File: config.mk
export PLATFORM = sky130hd
export DESIGN_NAME = rtc_seconds_counter_with_match_irq_core
export DESIGN_NICKNAME = d
export VERILOG_FILES = /design/src/rtl/core/rsc_pkg.sv /design/src/rtl/core/rsc_in_reg.sv /design/src/rtl/core/rsc_engine.sv /design/src/rtl/core/rsc_out_reg.sv /design/src/rtl/core/rtc_seconds_counter_with_match_irq_core.sv
export SDC_FILE = /design/constraint.sdc
export NUM_CORES = 1
export LEC_CHECK = 0
export BUFFER_PORTS_ARGS = -buffer_cell sky130_fd_sc_hd__clkbuf_2
export CAP_MARGIN = 20
export CELL_PAD_IN_SITES_DETAIL_PLACEMENT = 2
export CELL_PAD_IN_SITES_GLOBAL_PLACEMENT = 2
export CORE_ASPECT_RATIO = 0.75
export CORE_MARGIN = 2
export CORE_UTILIZATION = 34
export DETAILED_ROUTE_END_ITERATION = 10
export PLACE_DENSITY = 0.76
export SKIP_LAST_GASP = 1
export SYNTH_ARGS = -nofsm -noshare
export SYNTH_HDL_FRONTEND = slang
export SYNTH_SLANG_ARGS = --single-unit
File: constraint.sdc
create_clock -name clock -period 4.7 [get_ports clock]
set_input_delay 0.705 -clock clock [delete_from_list [all_inputs] [get_ports clock]]
set_output_delay 0.705 -clock clock [all_outputs]
set_load 0.02 [all_outputs]
File: src/rtl/core/rsc_pkg.sv
`timescale 1ns / 1ps

package rsc_pkg;

   localparam int unsigned DataWidth = 32;

   localparam logic [DataWidth-1:0] TicksPerSecondReset = 32'd32768;

   // request opcodes
   localparam logic [1:0] OP_TICK  = 2'd0;
   localparam logic [1:0] OP_READ  = 2'd1;
   localparam logic [1:0] OP_WRITE = 2'd2;

   // register offsets
   localparam logic [2:0] REG_COUNT   = 3'd0;
   localparam logic [2:0] REG_MATCH   = 3'd1;
   localparam logic [2:0] REG_LOAD    = 3'd2;
   localparam logic [2:0] REG_CONTROL = 3'd3;
   localparam logic [2:0] REG_RAW     = 3'd4;
   localparam logic [2:0] REG_MASKED  = 3'd5;
   localparam logic [2:0] REG_CLEAR   = 3'd6;

   // control register bit positions
   localparam int unsigned CtrlEnableBit = 0;
   localparam int unsigned CtrlMaskBit   = 1;

   typedef struct packed {
      logic [1:0]           op;
      logic [2:0]           reg_index;
      logic [DataWidth-1:0] write_data;
   } req_word_type;

   typedef struct packed {
      logic [DataWidth-1:0] read_data;
      logic                 irq;
      logic                 access_error;
   } rsp_word_type;

endpackage

File: src/rtl/core/rsc_in_reg.sv
`timescale 1ns / 1ps

module rsc_in_reg (
   input  logic                  clock,
   input  logic                  reset,
   input  logic                  load,
   input  logic                  drain,
   input  rsc_pkg::req_word_type word_in,
   output logic                  valid,
   output rsc_pkg::req_word_type word_out
);
   import rsc_pkg::*;

   logic         valid_ff, valid_in;
   req_word_type word_ff;

   always_comb begin
      valid_in = valid_ff;
      if (drain) begin
         valid_in = 1'b0;
      end
      if (load) begin
         valid_in = 1'b1;
      end
   end

   always_ff @(posedge clock) begin
      if (reset) begin
         valid_ff <= 1'b0;
      end else begin
         valid_ff <= valid_in;
      end
   end

   always_ff @(posedge clock) begin
      if (load) begin
         word_ff <= word_in;
      end
   end

   assign valid    = valid_ff;
   assign word_out = word_ff;

endmodule

File: src/rtl/core/rsc_engine.sv
`timescale 1ns / 1ps

module rsc_engine (
   input  logic                                clock,
   input  logic                                reset,
   input  logic                                commit,
   input  rsc_pkg::req_word_type               word,
   input  logic                                csr_write_enable,
   input  logic [rsc_pkg::DataWidth-1:0]       csr_write_data,
   output rsc_pkg::rsp_word_type               result
);
   import rsc_pkg::*;

   logic [DataWidth-1:0] tps_ff, seconds_ff, prescale_ff, load_ff, match_ff;
   logic [DataWidth-1:0] seconds_in, prescale_in, load_in, match_in;
   logic                 enable_ff, mask_ff, raw_ff, armed_ff;
   logic                 enable_in, mask_in, raw_in, armed_in;

   logic [DataWidth-1:0] limit, prescale_next, seconds_inc;
   logic [DataWidth-1:0] read_data;
   logic                 access_error;

   // zero prescale behaves as one
   assign limit         = (tps_ff == '0) ? {{(DataWidth-1){1'b0}}, 1'b1} : tps_ff;
   assign prescale_next = prescale_ff + {{(DataWidth-1){1'b0}}, 1'b1};
   assign seconds_inc   = seconds_ff + {{(DataWidth-1){1'b0}}, 1'b1};

   always_comb begin
      seconds_in   = seconds_ff;
      prescale_in  = prescale_ff;
      load_in      = load_ff;
      match_in     = match_ff;
      enable_in    = enable_ff;
      mask_in      = mask_ff;
      raw_in       = raw_ff;
      armed_in     = armed_ff;
      read_data    = '0;
      access_error = 1'b0;

      unique case (word.op)
         OP_TICK: begin
            if (prescale_next >= limit) begin
               prescale_in = '0;
               seconds_in  = seconds_inc;
               if (armed_ff && (seconds_inc == match_ff)) begin
                  raw_in   = enable_ff;
                  armed_in = 1'b0;
               end
            end else begin
               prescale_in = prescale_next;
            end
         end
         OP_READ: begin
            unique case (word.reg_index)
               REG_COUNT:   read_data = seconds_ff;
               REG_MATCH:   read_data = match_ff;
               REG_LOAD:    read_data = load_ff;
               REG_CONTROL: read_data = {{(DataWidth-2){1'b0}}, mask_ff, enable_ff};
               REG_RAW:     read_data = {{(DataWidth-1){1'b0}}, raw_ff};
               REG_MASKED:  read_data = {{(DataWidth-1){1'b0}}, raw_ff & ~mask_ff};
               REG_CLEAR:   raw_in = 1'b0;
               default:     access_error = 1'b1;
            endcase
         end
         OP_WRITE: begin
            unique case (word.reg_index)
               REG_MATCH: begin
                  match_in = word.write_data;
                  // one-shot compare; fires at once when already equal
                  if (seconds_ff == word.write_data) begin
                     raw_in   = enable_ff;
                     armed_in = 1'b0;
                  end else begin
                     armed_in = 1'b1;
                  end
               end
               REG_LOAD: begin
                  seconds_in  = word.write_data;
                  load_in     = word.write_data;
                  prescale_in = '0;
                  if (word.write_data == match_ff) begin
                     raw_in   = enable_ff;
                     armed_in = 1'b0;
                  end else begin
                     armed_in = 1'b1;
                  end
               end
               REG_CONTROL: begin
                  mask_in   = word.write_data[CtrlMaskBit];
                  enable_in = word.write_data[CtrlEnableBit];
                  raw_in    = raw_ff & word.write_data[CtrlEnableBit];
               end
               default: access_error = 1'b1;
            endcase
         end
         default: ;
      endcase
   end

   always_ff @(posedge clock) begin
      if (reset) begin
         tps_ff      <= TicksPerSecondReset;
         seconds_ff  <= '0;
         prescale_ff <= '0;
         load_ff     <= '0;
         match_ff    <= '0;
         enable_ff   <= 1'b0;
         mask_ff     <= 1'b0;
         raw_ff      <= 1'b0;
         armed_ff    <= 1'b0;
      end else begin
         if (csr_write_enable) begin
            tps_ff <= csr_write_data;
         end
         if (commit) begin
            seconds_ff  <= seconds_in;
            prescale_ff <= prescale_in;
            load_ff     <= load_in;
            match_ff    <= match_in;
            enable_ff   <= enable_in;
            mask_ff     <= mask_in;
            raw_ff      <= raw_in;
            armed_ff    <= armed_in;
         end
      end
   end

   // pending is always raw with the mask applied
   assign result.read_data    = read_data;
   assign result.irq          = raw_in & ~mask_in;
   assign result.access_error = access_error;

endmodule

File: src/rtl/core/rsc_out_reg.sv
`timescale 1ns / 1ps

module rsc_out_reg (
   input  logic                  clock,
   input  logic                  reset,
   input  logic                  load,
   input  logic                  taken,
   input  rsc_pkg::rsp_word_type word_in,
   output logic                  valid,
   output rsc_pkg::rsp_word_type word_out
);
   import rsc_pkg::*;

   logic         valid_ff, valid_in;
   rsp_word_type word_ff;

   always_comb begin
      valid_in = valid_ff;
      if (taken) begin
         valid_in = 1'b0;
      end
      if (load) begin
         valid_in = 1'b1;
      end
   end

   always_ff @(posedge clock) begin
      if (reset) begin
         valid_ff <= 1'b0;
      end else begin
         valid_ff <= valid_in;
      end
   end

   always_ff @(posedge clock) begin
      if (load) begin
         word_ff <= word_in;
      end
   end

   assign valid    = valid_ff;
   assign word_out = word_ff;

endmodule

File: src/rtl/core/rtc_seconds_counter_with_match_irq_core.sv
`timescale 1ns / 1ps
// Real-time clock core: seconds counter, prescaler and match interrupt.
// Request channel (req_*): one word per clock tick, register read or
// register write. Response channel (rsp_*): exactly one word per request,
// carrying read data, the interrupt level after the request and an
// access error flag for unknown offsets or read-only targets.
// csr_write_enable/csr_write_data set ticks per second (zero acts as one);
// write it only while no request is in flight.
// A request is held in the input register until the response register is
// free. Throughput: one request per cycle while rsp_ready is high, through a
// two-stage path (input register, then state update into the response
// register). All state update is one combinational pass per request.
// When rsp_ready is low the response register holds; one more request is
// taken into the input register and then req_ready drops until the
// response is taken.
// Reset (synchronous, active high) empties both stages, zeroes all counters
// and interrupt bits and sets ticks per second to 32768.
module rtc_seconds_counter_with_match_irq_core (
   input  logic                          clock,
   input  logic                          reset,
   input  logic                          req_valid,
   output logic                          req_ready,
   input  logic [1:0]                    req_op,
   input  logic [2:0]                    req_reg_index,
   input  logic [rsc_pkg::DataWidth-1:0] req_write_data,
   output logic                          rsp_valid,
   input  logic                          rsp_ready,
   output logic [rsc_pkg::DataWidth-1:0] rsp_read_data,
   output logic                          rsp_irq,
   output logic                          rsp_access_error,
   input  logic                          csr_write_enable,
   input  logic [rsc_pkg::DataWidth-1:0] csr_write_data
);
   import rsc_pkg::*;

   req_word_type req_word, stage_word;
   rsp_word_type result, rsp_word;
   logic         stage_valid, advance, req_fire, rsp_fire;

   assign req_word.op         = req_op;
   assign req_word.reg_index  = req_reg_index;
   assign req_word.write_data = req_write_data;

   assign rsp_fire  = rsp_valid & rsp_ready;
   assign advance   = stage_valid & (~rsp_valid | rsp_ready);
   assign req_ready = ~stage_valid | advance;
   assign req_fire  = req_valid & req_ready;

   rsc_in_reg u_in_reg (
      .clock    (clock),
      .reset    (reset),
      .load     (req_fire),
      .drain    (advance),
      .word_in  (req_word),
      .valid    (stage_valid),
      .word_out (stage_word)
   );

   rsc_engine u_engine (
      .clock            (clock),
      .reset            (reset),
      .commit           (advance),
      .word             (stage_word),
      .csr_write_enable (csr_write_enable),
      .csr_write_data   (csr_write_data),
      .result           (result)
   );

   rsc_out_reg u_out_reg (
      .clock    (clock),
      .reset    (reset),
      .load     (advance),
      .taken    (rsp_fire),
      .word_in  (result),
      .valid    (rsp_valid),
      .word_out (rsp_word)
   );

   assign rsp_read_data    = rsp_word.read_data;
   assign rsp_irq          = rsp_word.irq;
   assign rsp_access_error = rsp_word.access_error;

   a_reset_empties: assert property (@(posedge clock)
      reset |=> (!rsp_valid && !stage_valid))
      else $error("pipeline not empty after reset");

   a_error_reads_zero: assert property (@(posedge clock) disable iff (reset)
      (rsp_valid && rsp_access_error) |-> (rsp_read_data == '0))
      else $error("access error with nonzero read data");

   a_stage_holds: assert property (@(posedge clock) disable iff (reset)
      (stage_valid && !advance) |=> (stage_valid && $stable(stage_word)))
      else $error("stalled request word lost or changed");

   a_no_double_load: assert property (@(posedge clock) disable iff (reset)
      (rsp_valid && !rsp_ready) |-> !advance)
      else $error("response overwritten while stalled");

endmodule

==> results of run 1 <==
[routing by layer]
metal | part of all wire (%) | GRT usage, % | vias up | wire length [um]
li1 | - | - | 5561 | -
met1 | 50 | 37.6 | 6222 | 25800
met2 | 43 | 38.2 | 311 | 22600
met3 | 5.7 | 3.91 | 42 | 2940
met4 | 1.3 | 3.67 | 0 | 672
met5 | 0 | 0 | - | 0
[layout by cell type (no fill, tap or decap), drive strengths merged, types with 6 or more instances in the layout]
cell,netlist,layout
xnor2,113,113
nor3b,7,7
dfxtp,166,166
clkbuf,96,145
edfxtp,71,71
nand2b,8,8
nand3,43,43
nand4,40,40
o31ai,17,17
nand2,202,202
nor2,186,186
o21ai,55,55
a21o,8,8
ha,38,38
a21oi,135,135
or3,6,6
nor4,27,27
clkinv,0,7
buf,22,36
and3,19,19
mux2i,73,73
and4,6,6
or4,7,7
inv,54,55
a22o,6,6
a22oi,41,41
nor2b,7,7
bufinv,0,6
xor2,23,23
nor3,17,17
[cell families after synthesis]
logic type / synth area share (%)
DFF: 40.6
adders and majority gates: 3.54
and+or+nand+nor: 21.0
buffers and inverters: 6.03
xor gates and xnor gates: 8.88
muxes: 5.81
AOI/OAI and AO/OA: 14.1
[what timing repair did]
item | CTS | global route
gates cloned | 0 | 1
setup buffers | 2 | 0
pin swaps | 2 | 2
gates resized for setup | 3 | 23
endpoints found under the setup margin | 31 | 66
[final timing paths]
path	start	endpoint	cells after the start
max reg2reg	u_engine.prescale_ff[8]	u_engine.seconds_ff[7]	19
min reg2reg	u_engine.load_ff[1]	u_engine.load_ff[1]	2
min	req_write_data[4]	u_in_reg.word_out[4]	1
max	u_engine.prescale_ff[8]	u_engine.seconds_ff[7]	19
[sequential cells by signal, summed over array words and instances (netlist names)]
signal and count:
u_in_reg.word_out 37, u_out_reg.word_out 34, u_engine.load_ff 32, u_engine.match_ff 32
u_engine.prescale_ff 32, u_engine.seconds_ff 32, u_engine.tps_ff 32, u_engine.armed_ff 1
u_engine.enable_ff 1, u_engine.mask_ff 1, u_engine.raw_ff 1, u_in_reg.valid 1
u_out_reg.valid 1
[power by group through the flow]
stage | sequential (W) | clock (W) | combinational [W]
floorplan | 0.00226 | 0 | 0.000220
finish | 0.00224 | 0.00241 | 0.000376
global route | 0.00225 | 0.00252 | 0.000409
global placement | 0.00228 | 0 | 0.000352
detailed placement | 0.00228 | 0 | 0.000367
CTS | 0.00224 | 0.00246 | 0.000371
[cell type report]
type | count | share of cell area (%)
tap | 512 | 4.15
multi-input combinational | 1144 | 47.0
clock inverter | 16 | 1.59
antenna | 1 | 0.0162
timing repair buffer | 145 | 5.74
sequential | 237 | 35.4
inverter | 54 | 1.31
clock buffer | 36 | 4.86
[metrics by stage]
| step | setup TNS, ns | instance area, um2 | cells | util [%] | setup slack [ns] |
|---|---|---|---|---|---|
| finish | 0 | 15400 | 2145 | 40.0 | 0.273 |
| global route | -0.0279 | 15400 | 2144 | 40.0 | -0.0257 |
| CTS | -0.0113 | 15300 | 2141 | 39.6 | -0.00933 |
| detailed placement | -1.21 | 14300 | 2087 | 36.9 | -0.158 |
| global placement | 0 | 14300 | 2087 | 36.9 | 0.142 |
| floorplan | 0 | 13400 | 1553 | - | 0.102 |
==> results.py, run 1 <==
metrics = {
    "status": {
        "outcome": "complete, no violations",
    },
    "power": {
        "net-switching-power_w": 0.00128,
        "peakVddDrop_mv": 0.272,
        "powerDensity_nw_per_um2": 326,
        "power_w": 0.00503,
        "p_leak_nw": 5.69,
        "comb_power_share_pct": 7.5,
        "internal-power_w": 0.00376,
        "p_seq_share_pct": 44.5,
        "pwr-share-clk_pct": 48.0,
        "power_switching_share_pct": 25.4,
    },
    "die": {
        "core-area_um2": 38600,
        "die_width_um": 233,
        "dieArea_um2": 41100,
        "die_h_um": 176,
        "initial_utilization_pct": 34.7,
        "rows": 62,
        "io_pins": 110,
    },
    "routing": {
        "vias_per_cell": 5.66,
        "final_antenna_net_count": 0,
        "first_pass_iters": 5,
        "totalWireLength_um": 52000,
        "vias": 12100,
        "drt_iter0_markers": 940,
        "drcViolationCount": 0,
        "post_drt_wl_per_cell_um": 24.2,
    },
    "critical_path": {
        "critPathLaunchType": "flip-flop",
        "critPathBufInv": 2,
        "r2r_setup_slack_ns": 0.27,
        "crit_fanout": 20,
        "worstSetupPathType": "reg2reg",
        "worstPathArrival_ns": 4.84,
        "worstSetupEndpointType": "flip-flop",
        "worstPathRequired_ns": 5.12,
        "worst_path_most_repeated_cell": "nand2_1",
        "cp_slowest_cell": "or4_1",
        "crit_family": "simple AND/OR/NAND/NOR gates",
        "path_cells": "nand3_2, nor4_4, nor2b_4, and2_0, and3_4, nand3_1, xnor2_1, ha_1, nand2_1, nor2_2, nand2_1, or4_1, a31oi_2, buf_4, o41a_4, buf_12, a21bo_2, a22oi_1, nor2_1",
        "cpPeakStageDelay_ns": 0.54,
    },
    "yosys": {
        "ys_top_cells_by_count": "202 x nand2_1, 185 x nor2_1, 166 x dfxtp_1",
        "synth_cell_types": 80,
        "synth_seq_cells": 237,
        "ys_async_sr_fraction_pct": 0,
        "synth_top_area_share_pct": 24.8,
        "ys_warn_count": 0,
        "ys.flop_type": "dfxtp_1",
        "synth_area_leaders": "dfxtp_1 25%, edfxtp_1 16%, xnor2_1 7.4%, nand2_1 5.6%, mux2i_1 5.4%",
        "netlist_instances": 1553,
        "syn_area_um2": 13400,
        "ys_seq_area_share_pct": 40.6,
        "synth.most_common_cell": "nand2_1",
        "synth_largest_area_cell": "dfxtp_1",
        "syn-num-nets": 1665,
        "synth_edf_count": 71,
        "syn_area_per_cell_um2": 8.64,
    },
    "clocking": {
        "clockBufferDepth": 3,
        "numCtsBuffers": 28,
        "path_clk_slew_ns": 0.07,
        "cts.sinks": 237,
        "cts_max_level": 1,
        "cts_tree": "done",
        "insertion_delay_ns": 0.58,
        "hold_buffers": 0,
        "root_buffer": "clkbuf_16",
    },
    "sta": {
        "finalClockSkew_ns": 0.0313,
        "maxSlewHeadroom_pct": 27.7,
        "whs_ns": 0.299,
        "fmax_ghz": 0.226,
        "setup_violations": 0,
        "hold_viol_final": 0,
        "post-route-period-util_pct": 94.2,
        "tightest_slew_ns": 1.08,
        "post-route-min-period_ns": 4.43,
        "slew_violations": 0,
    },
    "finish": {
        "nets": 1722,
        "syn_to_final_growth_pct": 15.1,
        "multiInputGateArea_um2": 7250,
        "regArea_um2": 5460,
        "drive_gt1_share_pct": 14.9,
        "num-fill-cells": 4311,
    },
    "place": {
        "dp_hpwl_um": 36100,
        "io_buffers": 109,
        "routabilityCongestion": 0.834,
    },
    "min_path": {
        "hold_path_class": "in2reg",
    },
    "run": {
        "cap_violations": 0,
    },
    "global_routing": {
        "grtUsageTotal_pct": 25.0,
        "grt_max_degree": 79,
        "grt_first_pass_wirelength_um": 78800,
        "grt_overflow": 0,
        "first_global_vias": 12800,
        "antenna_found_initial": 1,
    },
}
Power figures use the tool's default switching activity.
==> run 2: changes to the inputs <==
Settings changed: CORE_UTILIZATION 34 to 37, HOLD_SLACK_MARGIN set to 0.15, PLACE_DENSITY 0.76 to unset, PLACE_DENSITY_LB_ADDON set to 0.1.
Clock period 4.7 ns to 4.6 ns, I/O delays scaled along.
==> run 2 against run 1 <==
Critical path depth unchanged. Via count decreased by 0.50%. Clock power decreased by 5%. Combinational power increased by 4%. Final cell count decreased by 2.1%. Flip-flop and latch count unchanged. Global-route usage increased by 2.1 points. Design area about the same. First-iteration DRC count decreased by 1.4%.
==> results.py, run 2 (synthesis results as in run 1) <==
metrics = {
    "clocking": {
        "root_buffer": "clkbuf_16",
        "clockBufferDepth": 3,
        "cts.sinks": 237,
        "path_clk_slew_ns": 0.07,
        "cts_tree": "done",
        "cts_max_level": 1,
        "numCtsBuffers": 27,
        "insertion_delay_ns": 0.57,
    },
    "critical_path": {
        "r2r_cells": 19,
        "worst_path_most_repeated_cell": "and3_4",
        "critPathLaunchType": "flip-flop",
        "crit_fanout": 4,
        "worstPathArrival_ns": 4.73,
        "path_cells": "ha_4, and3_4, nand3_1, nor3_2, buf_4, and3_4, and3_4, nand3_2, xnor2_1, ha_1, nand2_1, nor2_2, nand2_1, or4_4, a31oi_4, o31ai_1, nor4_4, mux2i_1, o21ai_0",
        "worstSetupPathDepth": 19,
        "worstPathRequired_ns": 4.91,
        "worstSetupEndpointType": "flip-flop",
        "crit_family": "simple AND/OR/NAND/NOR gates",
        "cp_slowest_cell": "or4_4",
        "cpPeakStageDelay_ns": 0.57,
        "worstSetupPathType": "reg2reg",
        "critPathBufInv": 1,
    },
    "routing": {
        "drt_iter0_markers": 927,
        "first_pass_iters": 5,
        "vias": 12100,
        "vias_per_cell": 5.75,
        "totalWireLength_um": 51800,
        "final_antenna_net_count": 0,
        "post_drt_wl_per_cell_um": 24.7,
        "drcViolationCount": 0,
    },
    "global_routing": {
        "first_global_vias": 12600,
        "grt_overflow": 0,
        "grt_first_pass_wirelength_um": 78500,
        "grtUsageTotal_pct": 27.1,
        "grt_max_degree": 75,
        "antenna_found_initial": 0,
    },
    "finish": {
        "finish.instance_area_um2": 15400,
        "nets": 1728,
        "largest_reg_flops": 37,
        "final_cell_mix": "200 x nand2_1, 182 x nor2_1, 164 x dfxtp_1",
        "num-fill-cells": 3927,
        "mostFrequentLayoutCell": "nand2_1",
        "syn_to_final_growth_pct": 14.9,
        "drive_gt1_share_pct": 15.2,
        "regArea_um2": 5460,
        "antenna_cells": 0,
        "multiInputGateArea_um2": 7280,
    },
    "place": {
        "dp_hpwl_um": 36400,
        "io_buffers": 109,
        "dpl_cell_area_um2": 14300,
        "pre_cts_slack_ns": -0.132,
        "routabilityCongestion": 0.850,
    },
    "sta": {
        "setup_violations": 0,
        "setup-tns-final_ns": 0,
        "whs_ns": 0.290,
        "fmax_ghz": 0.226,
        "post-route-min-period_ns": 4.42,
        "hold_viol_final": 0,
        "slew_violations": 0,
        "post-route-period-util_pct": 96.0,
        "setup_ws_ns": 0.185,
        "maxSlewHeadroom_pct": 26.3,
        "finalClockSkew_ns": 0.0205,
        "rsz0062_at_grt": "true",
        "tightest_slew_ns": 1.09,
    },
    "run": {
        "cap_violations": 0,
    },
    "power": {
        "power_w": 0.00496,
        "peakVddDrop_mv": 0.248,
        "p_leak_nw": 5.70,
        "powerDensity_nw_per_um2": 322,
    },
    "die": {
        "initial_utilization_pct": 37.5,
        "dieArea_um2": 37800,
        "core-area_um2": 35800,
        "die_width_um": 224,
        "io_pins": 110,
        "die_h_um": 169,
        "rows": 60,
    },
    "status": {
        "outcome": "complete, no violations",
    },
    "min_path": {
        "holdPathStages": 1,
        "hold_path_class": "in2reg",
    },
}
run 2: layer usage:
metal,routed length (um),track usage [%],vias to the layer above
li1,-,-,5572
met1,26400,41.9,6142
met2,21600,39.5,312
met3,2800,4.27,49
met4,937,5.28,0
met5,0,0,-
run 2: path summary, 6_finish.rpt:
check / startpoint / end / slack [ns]
max: u_engine.prescale_ff[1] / u_out_reg.word_out[1] / 0.18
min: req_write_data[17] / u_in_reg.word_out[17] / 0.29
max reg2reg: u_engine.prescale_ff[1] / u_out_reg.word_out[1] / 0.18
min reg2reg: u_engine.load_ff[12] / u_engine.load_ff[12] / 0.46
run 2: worst reg2reg max path, cell delays in order, from the launching register on:
cell,delay (ns)
dfxtp_4,0.38
ha_4,0.15
and3_4,0.22
nand3_1,0.12
nor3_2,0.20
buf_4,0.17
and3_4,0.19
and3_4,0.21
nand3_2,0.11
xnor2_1,0.16
ha_1,0.29
nand2_1,0.07
nor2_2,0.13
nand2_1,0.11
or4_4,0.57
a31oi_4,0.18
o31ai_1,0.13
nor4_4,0.44
mux2i_1,0.23
o21ai_0,0.10
run 2: layout make-up:
cell class,instances,area share [%]
multi-input combinational,1144,47.2
sequential,237,35.4
timing repair buffer,152,6.46
clock buffer,34,4.62
tap,465,3.77
inverter,54,1.31
clock inverter,15,1.25
run 2: stage by stage:
| stage | instances | util, % |
|---|---|---|
| after floorplan | 1553 | - |
| after global placement | 2046 | 39.9 |
| after detailed placement | 2046 | 39.9 |
| after CTS | 2097 | 42.7 |
| after global routing | 2101 | 43.1 |
| final | 2101 | 43.1 |
run 2: power by group:
group | switching (W) | leakage (nW) | total, W | internal (W)
Combinational | 0.000246 | 3.24 | 0.000390 | 0.000144
Clock | 0.000951 | 0.442 | 0.00228 | 0.00133
Sequential | 0.0000839 | 2.02 | 0.00229 | 0.00221
run 2: what timing repair did:
action                     in CTS  in global routing
pin swaps                       1                  5
hold buffers                    0                  0
setup buffers                   0                  2
resized for setup               7                 16
cloned                          2                  0
setup endpoints to repair      42                 52
==> run 3: changes to the inputs <==
Settings changed: SYNTH_HIERARCHICAL set to 1.
==> run 3 against run 2 <==
Sequential share of layout area is 0.077 points higher. Fmax is 3.3% higher. Worst setup slack better by 0.14 ns. Clock-buffer cell count is 1 lower. Design area is 0.19% lower. Hold slack better by 0.0053 ns. Sequential power hardly changed. Die area hardly changed. Clock power hardly changed. Flip-flop and latch count stayed put. Critical path type unchanged.
==> results.py, run 3 <==
metrics = {
    "yosys": {
        "ys_warn_count": 6,
        "ys.flop_type": "dfxtp_1",
        "ys_async_sr_fraction_pct": 0,
        "ys_seq_area_share_pct": 40.7,
        "syn_area_um2": 13400,
        "synth_largest_area_cell": "dfxtp_1",
        "synth_top_area_share_pct": 24.8,
        "synth_area_leaders": "dfxtp_1 25%, edfxtp_1 16%, xnor2_1 6.3%, nor2_1 5.8%, nand2_1 5.7%",
        "synth_seq_cells": 237,
        "synth_cell_types": 72,
        "ys_top_cells_by_count": "208 x nor2_1, 202 x nand2_1, 166 x dfxtp_1",
        "syn-num-nets": 1689,
        "syn_area_per_cell_um2": 8.51,
        "synth_edf_count": 71,
        "netlist_instances": 1577,
        "synth.most_common_cell": "nor2_1",
    },
    "routing": {
        "vias_per_cell": 5.77,
        "post_drt_wl_per_cell_um": 24.4,
        "vias": 12300,
        "drt_iter0_markers": 962,
        "final_antenna_net_count": 0,
        "totalWireLength_um": 51800,
        "first_pass_iters": 5,
        "drcViolationCount": 0,
    },
    "finish": {
        "finish.instance_area_um2": 15400,
        "largest_reg_flops": 37,
        "num-fill-cells": 3973,
        "syn_to_final_growth_pct": 14.8,
        "finalNonFillerCells": 2128,
        "nets": 1754,
        "final_cell_mix": "205 x nor2_1, 202 x nand2_1, 161 x dfxtp_1",
        "antenna_cells": 0,
        "drive_gt1_share_pct": 14.3,
        "mostFrequentLayoutCell": "nor2_1",
        "final_util_pct": 43.0,
    },
    "die": {
        "io_pins": 110,
        "initial_utilization_pct": 37.5,
        "die_h_um": 169,
        "dieArea_um2": 37800,
        "core-area_um2": 35800,
        "die_width_um": 224,
        "rows": 60,
    },
    "critical_path": {
        "crit_fanout": 7,
        "cpPeakStageDelay_ns": 0.42,
        "worstSetupPathType": "reg2reg",
        "critPathBufInv": 2,
        "worstPathRequired_ns": 4.91,
        "r2r_cells": 19,
        "worstSetupPathDepth": 19,
        "cp_slowest_cell": "dfxtp_1",
        "critPathLaunchType": "flip-flop",
        "crit_family": "simple AND/OR/NAND/NOR gates",
        "path_cells": "nand2_1, nor4_1, buf_4, and3_1, and2_1, and4_1, and3_1, xor2_1, ha_1, a21o_1, a21o_1, a21oi_1, o21ai_0, a221oi_1, buf_4, and4b_1, nand3_2, or3_1, o211ai_2",
        "r2r_setup_slack_ns": 0.33,
        "worstReg2RegEnd": "u_out_reg/word_out[1]",
        "r2r-start": "u_engine/prescale_ff[3]",
        "worstSetupEndpointType": "flip-flop",
        "worstPathArrival_ns": 4.58,
        "cp-endpoint": "u_out_reg/word_out[1]",
        "cp-startpoint": "u_engine/prescale_ff[3]",
    },
    "place": {
        "io_buffers": 109,
        "dpl_cell_area_um2": 14400,
        "dp_hpwl_um": 37100,
        "routabilityCongestion": 0.894,
        "dpl.cell_count": 2075,
    },
    "power": {
        "comb_power_share_pct": 8.5,
        "internal-power_w": 0.00368,
        "power_switching_share_pct": 26.2,
        "p_leak_nw": 5.78,
        "p_seq_share_pct": 46.0,
        "pwr-share-clk_pct": 45.5,
        "powerDensity_nw_per_um2": 324,
        "net-switching-power_w": 0.00131,
        "peakVddDrop_mv": 0.249,
    },
    "global_routing": {
        "grtUsageTotal_pct": 27.3,
        "grt_overflow": 0,
        "grt_first_pass_wirelength_um": 79500,
        "antenna_found_initial": 0,
        "first_global_vias": 13000,
        "grt_max_degree": 88,
    },
    "sta": {
        "post-route-min-period_ns": 4.27,
        "hold_viol_final": 0,
        "fmax_ghz": 0.234,
        "slew_violations": 0,
        "maxSlewHeadroom_pct": 35.7,
        "tightest_slew_ns": 0.965,
        "finalClockSkew_ns": 0.0145,
        "setup_violations": 0,
        "post-route-period-util_pct": 92.9,
    },
    "clocking": {
        "cts_tree": "done",
        "path_clk_slew_ns": 0.06,
        "cts.sinks": 237,
        "numCtsBuffers": 27,
        "clockBufferDepth": 3,
        "cts_max_level": 1,
        "root_buffer": "clkbuf_16",
        "insertion_delay_ns": 0.57,
    },
    "min_path": {
        "hold_path_class": "in2reg",
    },
    "run": {
        "cap_violations": 0,
    },
    "status": {
        "outcome": "complete, no violations",
    },
}
## run 3: changes by cell type after synthesis, sizes merged, moves of 6 or more
cell	previous run	this run
nor2	186	208
xnor2	113	97
xor2	23	35
buf	22	31
inv	54	46
a22oi	41	48
a211oi	5	11
nand3	43	37
## run 3: stage by stage
| stage | TNS [ns] | hold slack (ns) | power, W | setup slack [ns] |
|---|---|---|---|---|
| 2_1_floorplan | 0 | 0.433 | 0.00256 | 0.108 |
| 3_3_place_gp | 0 | 0.438 | 0.00273 | 0.342 |
| 3_5_place_dp | 0 | 0.451 | 0.00275 | 0.219 |
| 4_1_cts | 0 | 0.272 | 0.00503 | 0.181 |
| 5_1_grt | -0.0544 | 0.281 | 0.00518 | -0.0194 |
| 6_report | 0 | 0.295 | 0.00499 | 0.327 |
## run 3: layout make-up
| class | instances | area, um2 | share of cell area [%] |
|---|---|---|---|
| clock buffer | 33 | 708 | 4.60 |
| clock inverter | 17 | 193 | 1.25 |
| inverter | 46 | 173 | 1.12 |
| multi-input combinational | 1171 | 7300 | 47.4 |
| sequential | 237 | 5460 | 35.5 |
| tap | 465 | 582 | 3.78 |
| timing repair buffer | 159 | 981 | 6.37 |
## run 3: per-layer routing
layer	global-route usage (%)	vias to the layer above	share of wire (%)
met2	39.5	289	42
met3	4.65	48	5.7
met4	4.75	0	1.4
met5	0	-	0
met1	42.4	6285	51
li1	-	5651	-
## run 3: repair_timing
action,in CTS,in global routing
resized for setup,0,11
hold buffers,0,0
setup buffers,0,1
endpoints found under the setup margin,0,64
## run 3: worst min-delay path by stage
stage	start	slack (ns)	cells after the start	end
final	req_write_data[5]	0.29	1	u_in_reg/word_out[5]
after global placement	u_engine/load_ff[0]	0.44	2	u_engine/load_ff[0]
after floorplan	u_engine/load_ff[0]	0.43	2	u_engine/load_ff[0]
after CTS	req_write_data[5]	0.27	1	u_in_reg/word_out[5]
after global routing	req_write_data[2]	0.28	1	u_in_reg/word_out[2]
after detailed placement	u_engine/load_ff[0]	0.45	2	u_engine/load_ff[0]
## run 3: power by group through the flow
stage	Clock, W	Combinational (W)	Sequential [W]
floorplan	0	0.000245	0.00232
global placement	0	0.000396	0.00234
detailed placement	0	0.000412	0.00234
CTS	0.00231	0.000417	0.00230
global route	0.00241	0.000463	0.00230
finish	0.00227	0.000425	0.00230
## run 3: cell families (layout without fill, tap and decap cells)
family,Yosys count,after routing,share of synthesized area [%]
and+or+nand+nor,603,603,21.1
AOI/OAI and AO/OA,326,326,15.1
DFF,237,237,40.7
buffers and inverters,169,255,5.35
xor gates and xnor gates,132,132,8.62
muxes,72,72,5.57
adders and majority gates,38,38,3.54
